==> config.mk <==
export PLATFORM = sky130hd
export DESIGN_NAME = midi_sysex_7bit_packer_top
export DESIGN_NICKNAME = d
export VERILOG_FILES = /design/src/sv/msp_pkg.sv /design/src/sv/msp_cell.sv /design/src/sv/midi_sysex_7bit_packer_top.sv
export SDC_FILE = /design/constraint.sdc
export NUM_CORES = 1
export LEC_CHECK = 0
export BUFFER_PORTS_ARGS = -buffer_cell sky130_fd_sc_hd__buf_2
export CAP_MARGIN = 10
export CORE_ASPECT_RATIO = 0.9
export CORE_MARGIN = 4
export CORE_UTILIZATION = 26
export DETAILED_ROUTE_END_ITERATION = 10
export PLACE_DENSITY = 0.39
export SKIP_CTS_REPAIR_TIMING = 1
export SYNTH_ARGS = -nofsm -noshare
export SYNTH_HDL_FRONTEND = slang
export SYNTH_HIERARCHICAL = 1
export SYNTH_SLANG_ARGS = --single-unit
==> constraint.sdc <==
create_clock -name i_clk -period 3.49 [get_ports i_clk]
set_clock_uncertainty 0.1 [all_clocks]
set_input_delay 0.1745 -clock i_clk [delete_from_list [all_inputs] [get_ports i_clk]]
set_output_delay 0.1745 -clock i_clk [all_outputs]
set_load 0.01 [all_outputs]
==> src/sv/msp_pkg.sv <==
// Shared types and constants for the MIDI SysEx 8-to-7-bit packer.
package msp_pkg;

    localparam int GROUP_LEN  = 7;
    localparam int CHAIN_LEN  = GROUP_LEN + 1;
    localparam int DATA_W     = 7;
    localparam int FILL_W     = 3;
    localparam int IN_TDATA_W = 8;
    localparam int OUT_TDATA_W = 8;

    localparam logic [FILL_W-1:0] LAST_SLOT = FILL_W'(GROUP_LEN - 1);

    typedef struct packed {
        logic [DATA_W-1:0] data;
        logic              glast;
        logic              mlast;
    } t_payload;

    typedef struct packed {
        logic     valid;
        t_payload payload;
    } t_slot;

endpackage

==> src/sv/msp_cell.sv <==
// One cell of the output chain: holds one word, takes the load word on a load and its neighbor's word on a shift.
module msp_cell (
    input  logic           i_clk,
    input  logic           i_rst_n,
    input  logic           i_load,
    input  logic           i_shift,
    input  msp_pkg::t_slot i_load_slot,
    input  msp_pkg::t_slot i_next_slot,
    output msp_pkg::t_slot o_slot
);

    logic              r_valid;
    msp_pkg::t_payload r_payload;

    always_ff @(posedge i_clk) begin
        if (!i_rst_n) begin
            r_valid <= 1'b0;
        end else if (i_load) begin
            r_valid <= i_load_slot.valid;
        end else if (i_shift) begin
            r_valid <= i_next_slot.valid;
        end
    end

    always_ff @(posedge i_clk) begin
        if (i_load) begin
            r_payload <= i_load_slot.payload;
        end else if (i_shift) begin
            r_payload <= i_next_slot.payload;
        end
    end

    assign o_slot.valid   = r_valid;
    assign o_slot.payload = r_payload;

endmodule

==> src/sv/midi_sysex_7bit_packer_top.sv <==
// Top level of the MIDI SysEx 8-to-7-bit packer.
// Input words are taken one per cycle while a group of up to seven bytes is being
// collected. The word that completes a group (the seventh byte, or any byte marked
// with tlast) holds the input off until the group moves into the output chain of
// eight cells, which happens as soon as that chain holds at most the word leaving it.
// The chain then sends the header and the n stored bytes, one word per cycle while
// the receiver holds tready high, so a group of n bytes gives n+1 output words and a
// stream of full groups is paced by the single output word per cycle.
module midi_sysex_7bit_packer_top (
    input  logic                               i_clk,
    input  logic                               i_rst_n,
    input  logic                               i_s_axis_tvalid,
    output logic                               o_s_axis_tready,
    input  logic [msp_pkg::IN_TDATA_W-1:0]     i_s_axis_tdata,  // [7:0] data_byte
    input  logic                               i_s_axis_tlast,  // end_of_message
    output logic                               o_m_axis_tvalid,
    input  logic                               i_m_axis_tready,
    output logic [msp_pkg::OUT_TDATA_W-1:0]    o_m_axis_tdata,  // [6:0] packed_byte, [7] zero
    output logic                               o_m_axis_tuser,  // group_last
    output logic                               o_m_axis_tlast   // message_last
);

    logic [msp_pkg::DATA_W-1:0] r_store [msp_pkg::GROUP_LEN];
    logic [msp_pkg::DATA_W-1:0] r_top;
    logic [msp_pkg::DATA_W-1:0] n_top;
    logic [msp_pkg::FILL_W-1:0] r_fill;
    logic [msp_pkg::FILL_W-1:0] r_n;
    logic                       r_eom;
    logic                       r_pend;

    logic                       in_acc;
    logic                       flush;
    logic                       pop;
    logic                       load;

    msp_pkg::t_slot             chain     [msp_pkg::CHAIN_LEN];
    msp_pkg::t_slot             next_slot [msp_pkg::CHAIN_LEN];
    msp_pkg::t_slot             load_slot [msp_pkg::CHAIN_LEN];

    assign o_s_axis_tready = !r_pend;
    assign in_acc          = i_s_axis_tvalid && o_s_axis_tready;
    assign flush           = i_s_axis_tlast || (r_fill == msp_pkg::LAST_SLOT);

    assign pop  = chain[0].valid && i_m_axis_tready;
    assign load = r_pend && !chain[1].valid && (!chain[0].valid || pop);

    always_comb begin
        n_top = (r_fill == '0) ? '0 : r_top;
        n_top[r_fill] = i_s_axis_tdata[msp_pkg::IN_TDATA_W-1];
    end

    always_ff @(posedge i_clk) begin
        if (!i_rst_n) begin
            r_fill <= '0;
            r_pend <= 1'b0;
        end else begin
            if (in_acc) begin
                if (flush) begin
                    r_fill <= '0;
                    r_pend <= 1'b1;
                end else begin
                    r_fill <= r_fill + 1'b1;
                end
            end else if (load) begin
                r_pend <= 1'b0;
            end
        end
    end

    always_ff @(posedge i_clk) begin
        if (in_acc) begin
            r_store[r_fill] <= i_s_axis_tdata[msp_pkg::DATA_W-1:0];
            r_top           <= n_top;
            r_n             <= r_fill + 1'b1;
            r_eom           <= i_s_axis_tlast;
        end
    end

    always_comb begin
        load_slot[0].valid         = 1'b1;
        load_slot[0].payload.data  = r_top;
        load_slot[0].payload.glast = 1'b0;
        load_slot[0].payload.mlast = 1'b0;
        for (int k = 1; k < msp_pkg::CHAIN_LEN; k++) begin
            load_slot[k].valid         = (msp_pkg::FILL_W'(k) <= r_n);
            load_slot[k].payload.data  = r_store[k-1];
            load_slot[k].payload.glast = (msp_pkg::FILL_W'(k) == r_n);
            load_slot[k].payload.mlast = (msp_pkg::FILL_W'(k) == r_n) && r_eom;
        end
    end

    generate
        for (genvar g = 0; g < msp_pkg::CHAIN_LEN; g++) begin : g_chain
            if (g == msp_pkg::CHAIN_LEN - 1) begin : g_tail
                assign next_slot[g] = '0;
            end else begin : g_body
                assign next_slot[g] = chain[g+1];
            end

            msp_cell u_cell (
                .i_clk       (i_clk),
                .i_rst_n     (i_rst_n),
                .i_load      (load),
                .i_shift     (pop),
                .i_load_slot (load_slot[g]),
                .i_next_slot (next_slot[g]),
                .o_slot      (chain[g])
            );
        end
    endgenerate

    assign o_m_axis_tvalid = chain[0].valid;
    assign o_m_axis_tdata  = {1'b0, chain[0].payload.data};
    assign o_m_axis_tuser  = chain[0].payload.glast;
    assign o_m_axis_tlast  = chain[0].payload.mlast;

endmodule

## Yosys cells after proc, flatten, opt, wreduce, memory -nomap -nowiden

Memory sizes are Yosys's and may differ from the RTL's.
Index checks and enable logic that the tools add are counted.

| operators by class | value |
|---|---|
| add/subtract/negate cells | 1 |
| order comparisons | 9 |
| equal/unequal tests | 9 |
| mux-type cells | 42 |
| reductions and logical operators | 21 |

Operators by type and width:

| cell | count |
|---|---|
| 9-bit two-way mux | 16 |
| 1-bit two-way mux | 22 |
| 3-bit == test (first input constant) | 4 |
| 3-bit <= comparator (first input constant) | 4 |
| 1-bit logical AND | 12 |
| 7-bit bitwise mux | 1 |
| 7-bit two-way mux | 1 |
| 2-bit by 3-bit == test with 1-bit output (first input constant) | 2 |
| 2-bit by 3-bit <= comparator with 1-bit output (first input constant) | 2 |
| 3-bit by 4-bit < comparator with 1-bit output (second input constant) | 1 |
| 2-bit nonzero test | 2 |
| 3-bit by 1-bit adder with 3-bit output (second input constant) | 1 |
| 1-bit demux with 3-bit select | 1 |
| 1-bit by 3-bit == test with 1-bit output (first input constant) | 1 |
| 3-bit == test (second input constant) | 1 |
| 3-bit by 1-bit greater-or-equal comparator with 1-bit output (second input constant) | 1 |
| 1-bit by 3-bit <= comparator with 1-bit output (first input constant) | 1 |
| 1-bit zero test | 3 |
| 3-bit zero test | 1 |
| 3-bit two-way mux | 1 |
| 1-bit logical OR | 2 |
| 2-bit by 1-bit != test with 1-bit output (second input constant) | 1 |
| 2-bit AND reduction | 1 |

| storage, ports and cells | value |
|---|---|
| bits in registers | 95 |
| RAM bits | 49 |
| bits of input ports | 13 |
| memories kept | 1 |

Memories:

| name | words | width | rd ports | clocked after Yosys merged registers in | write ports | line | text |
|---|---|---|---|---|---|---|---|
| r_store | 7 | 7 | 7 | 0 | 1 | midi_sysex_7bit_packer_top.sv:23 | `logic [msp_pkg::DATA_W-1:0] r_store [msp_pkg::GROUP_LEN];` |

## Longest topological paths before layout

| logic depth | value |
|---|---|
| word-level depth | 5 |
| mapped depth | 6 |
| gate-level depth less buffers | 5 |

## By module

The synthesis kept the hierarchy.

By module, submodules not included:

| module | instances | cells each | area an instance (µm²) | seq. area each (µm²) |
|---|---|---|---|---|
| msp_cell | 8 | 25 | 447.9 | 290.3 |
| midi_sysex_7bit_packer_top | 1 | 158 | 2379.8 | 1881.8 |

## Worst setup path before layout

OpenSTA, ideal clock, no wires.

| timing | value |
|---|---|
| kind | reg2reg |
| start point | register g_chain[0].u_cell.r_valid |
| end point | register g_chain[0].u_cell.r_payload, in the netlist g_chain[0].u_cell/o_slot[0], data pin |
| setup time | 0.260 ns |
| arrival time | 2.921 ns |
| required time | 3.130 ns |
| path slack | 0.209 ns |
| stages on the path, launching flop included | 6 |
| path buffers | 2 |
| cells stage by stage | dfxtp_1 > buf_4 > nor2b_1 > nor3_1 > buf_6 > mux2_2 |

| between the ends | value |
|---|---|
| cells in the longest elaborated chain, start to end | 3 |
| elaborated cells on any way between the ends | 4 |

RTL lines:

| item | line | text |
|---|---|---|
| from (decl) | msp_cell.sv:12 | `logic r_valid;` |
| from (signal assigned) | msp_cell.sv:19 | `r_valid <= i_load_slot.valid;` |
| from (signal assigned) | msp_cell.sv:21 | `r_valid <= i_next_slot.valid;` |
| 1-bit zero test / 1-bit logical AND (equally long branches) | midi_sysex_7bit_packer_top.sv:45, midi_sysex_7bit_packer_top.sv:44 |  |
| 1-bit logical OR (*) | midi_sysex_7bit_packer_top.sv:45 | `assign load = r_pend && !chain[1].valid && (!chain[0].valid \|\| pop);` |
| 1-bit logical AND (*) | midi_sysex_7bit_packer_top.sv:45 |  |
| named net load | midi_sysex_7bit_packer_top.sv:34 | `logic load;` |
| to (signal assigned) | msp_cell.sv:27 | `r_payload <= i_load_slot.payload;` |
| to (signal assigned) | msp_cell.sv:29 | `r_payload <= i_next_slot.payload;` |
| to (decl) | msp_cell.sv:13 | `msp_pkg::t_payload r_payload;` |

Mark *: on every way through the listed nets, which the timed path passes. The rest lies on a longest branch.
A chain may end at the register's enable or synchronous reset.

## Worst setup path in the final report

| timing | value |
|---|---|
| start point | register r_pend |
| end point | memory r_store[2][5] in the netlist's numbering (enable) |

| between the ends | value |
|---|---|
| cells in the longest elaborated chain, start to end | 4 |

RTL lines:

| item | line | text |
|---|---|---|
| from (decl) | midi_sysex_7bit_packer_top.sv:29 | `logic r_pend;` |
| from (signal assigned) | midi_sysex_7bit_packer_top.sv:55 | `r_pend <= 1'b0;` |
| from (signal assigned) | midi_sysex_7bit_packer_top.sv:60 | `r_pend <= 1'b1;` |
| from (signal assigned) | midi_sysex_7bit_packer_top.sv:65 | `r_pend <= 1'b0;` |
| 1-bit zero test | midi_sysex_7bit_packer_top.sv:40 | `assign o_s_axis_tready = !r_pend;` |
| 1-bit logical AND | midi_sysex_7bit_packer_top.sv:41 | `assign in_acc = i_s_axis_tvalid && o_s_axis_tready;` |
| named net in_acc | midi_sysex_7bit_packer_top.sv:31 | `logic in_acc;` |
| 1-bit two-way mux | midi_sysex_7bit_packer_top.sv:71 | `if (in_acc) begin` |
| 1-bit two-way mux (not written as such) | midi_sysex_7bit_packer_top.sv:72 | `r_store[r_fill] <= i_s_axis_tdata[msp_pkg::DATA_W-1:0];` |
| to (decl) | midi_sysex_7bit_packer_top.sv:23 |  |

The timed path passes the listed nets, and every way through them passes these cells.

==> run metrics <==
root buffer selected by CTS=clkbuf_16; placer congestion estimate=0.788; Longest Clk Path Bufs=2; Initial Util=between 20% and 30%; DR vias=~2,900; combinational fraction of design power=roughly 5.8%; Critical Path Start=r_pend; cell area after synthesis=between 0.005 and 0.006 mm2; Setup WS pre-CTS=roughly 1.3 ns; sw frac=21.3%; initial drt markers=153; critical path arrival=2.09 ns; Worst slew margin=about a third; filler instances=around 2,300; Worst-path clk slew=approximately 0.06 ns; Setup TNS Final=0 ns; Final setup violation count=0; Power Density=567 mW/mm2; area post-placement=roughly 0.0064 mm2; Async SR Flop Fraction=0%; P_sw=about 0.85 mW; Post-synth EDFFs=approximately 130; crit-path max cell delay=between 0.7 and 0.8 ns; worst r2r src=r_pend; Num CTS Buffers=17; post-route core utilization=31.2%; post-synthesis area per instance=around 17 um2; I/O Buffers=23; DRT Pass-1 Iters=4; peak supply drop=0.247 mV; wire per inst=approximately 15 um; clock latency on the worst-skew pair=0.41 ns; P_int=3.13 mW; Startpoint Class=flip-flop; vias in the first global route=2,922; core area=about 0.023 mm2; Clk pwr share=around 44%; Min-Delay Startpoint=i_rst_n; Die W=approximately 170 um; PnR Total Power=slightly below 4 mW; min cycle time layout=approximately 2.2 ns; sequence of cells on the critical path=nand2b_4 > inv_1 > nand2_1 > nor3_1; Area growth syn-to-layout=17.6%; H-tree depth=4; Cell Rows=52; # clock sinks=between 100 and 150; Max Clk Rate=between 400 and 500 MHz; synth unique cells=30; multi-input logic area=0.00160 mm2; DRC viols=0; critical-path maximum fanout=17; WHS=between 0.02 and 0.025 ns; layout cell share with drive strength beyond 1=between 30% and 40%; cell area after layout=0.00701 mm2; max-cap violations=0; Final Cycle Share=between 60% and 70%; CP Capture Type=flip-flop; Post-Route WL=10.5 mm; register area=around 0.0042 mm2; WS Path Type=flip-flop to flip-flop; Top Family by Delay on Critical Path=simple AND/OR/NAND/NOR gates; Seq cells post-synth=~140; Placed Cells incl. Taps=672; CP Data Required Time=about 3.4 ns; I/O pins=25; Nets=about 420; worst slew pin tran=between 0.9 and 1 ns; CTS tree=done; static leakage=2.47 nW; antenna diode count=0; pin count of the biggest net entering global routing=slightly below 70; Hold Crit Class=input port to flip-flop; unrepaired setup endpoints after global routing=no; initial antenna violation count=0; Die Height=between 150 and 200 um; ys flop type=edfxtp_1; fin. max-slew vios=0; Die ar.=between 0.02 and 0.03 mm2; Syn Inst Count=358; Seq/Total Area, Yosys=70.5%; post-DP HPWL=6.94 mm; grt total ovfl=0; non-filler cells, final=between 700 and 800; Buf+Inv Stages, Crit Path=1; Final Hold Vio Count=0; setup ws final=~1.3 ns; DR vias/cell=~4.0; global-route wire length before repair=about 17 mm; outcome=completed; register share of total power=~50%; warning count from the yosys run=6; Total GRT Usage=under 10%; Slowest-stage cell, CP=nor3_1; ANT nets after route=0
[path summary, 6_finish.rpt]
kind	depth (start not counted)	end	slack [ns]
hold reg to reg	1	g_chain[6].u_cell/o_slot[1]	0.45
setup / recovery	4	r_store[2][5]	1.33
hold / removal	2	r_pend	0.02
setup reg to reg	4	r_store[2][5]	1.33
[registers in the layout, indices dropped and copies added, names as in the netlist]
signal and cells:
r_fill 3, g_chain.u_cell/r_valid 8, r_top 7, r_store 49, r_pend 1, r_eom 1
g_chain.u_cell/o_slot 72, r_n 3
[cell usage in the layout, fill, tap and decap left out, types with 2 or more instances in the layout]
master | synthesis | layout
clkinv_1 | 0 | 3
dfxtp_1 | 12 | 12
clkinvlp_4 | 0 | 3
bufinv_16 | 0 | 2
buf_2 | 0 | 23
nand2_1 | 9 | 9
edfxtp_1 | 132 | 132
conb_1 | 2 | 14
or2_2 | 9 | 9
o211a_1 | 8 | 8
clkinv_4 | 0 | 4
a21oi_1 | 5 | 5
clkbuf_16 | 0 | 17
a21boi_0 | 2 | 2
nor2b_1 | 2 | 2
nor3_1 | 12 | 11
ha_1 | 3 | 3
nor2_1 | 23 | 23
o21a_1 | 4 | 4
nand2b_1 | 13 | 13
and2_1 | 2 | 2
mux2_2 | 72 | 72
dlygate4sd3_1 | 0 | 8
nand3_1 | 3 | 3
mux2_4 | 8 | 8
inv_1 | 6 | 6
buf_4 | 9 | 4
[power by group through the flow]
stage	Sequential, mW	Clock, mW	Combinational, mW
after floorplan	2.03	0	0.178
after global placement	2.03	0	0.226
after detailed placement	2.04	0	0.227
after CTS	2.00	1.80	0.230
after global routing	2.00	1.89	0.257
final	2.00	1.75	0.230
[area by class of cell]
cell class                 count  share of cell area, %
sequential                   144                   59.9
multi-input combinational    197                   22.8
clock buffer                  18                   6.12
tap                          297                   5.30
timing repair buffer          36                   3.50
clock inverter                14                   2.03
inverter                       6                  0.321
[cells in the mapped netlist, drive strengths merged (2+ instances only)]
| cell | number | share of area, % |
|---|---|---|
| a21boi | 3 | 0.38 |
| mux2 | 80 | 16 |
| nor2b | 2 | 0.21 |
| inv | 6 | 0.38 |
| edfxtp | 132 | 66 |
| clkbuf | 5 | 0.31 |
| nand3 | 3 | 0.25 |
| nand2 | 9 | 0.57 |
| a21oi | 5 | 0.42 |
| and2 | 2 | 0.21 |
| dfxtp | 12 | 4.0 |
| nor2 | 23 | 1.4 |
| or2 | 9 | 0.94 |
| nand2b | 14 | 1.6 |
| nor3 | 12 | 1.0 |
| o21a | 4 | 0.50 |
| conb | 2 | 0.13 |
| o211a | 8 | 1.3 |
| ha | 3 | 0.63 |
| buf | 18 | 2.8 |
[layer usage]
layer | track usage, % | vias up | wire length [um]
met4 | 3.65 | 0 | 141
li1 | - | 1405 | -
met5 | 0 | - | 0
met2 | 12.4 | 38 | 4530
met1 | 12.3 | 1402 | 5480
met3 | 2.85 | 9 | 373
[cells by family after synthesis]
group / share of synthesized area [%]
AO/OA/AOI/OAI: 2.85
XOR/XNOR: 0.147
adder cells (fa/ha/maj): 0.630
buffers and inverters: 3.52
flip-flops: 70.5
multiplexers: 15.6
other: 0.126
AND/OR/NAND/NOR: 6.61
(Power assumes the default switching activity.)
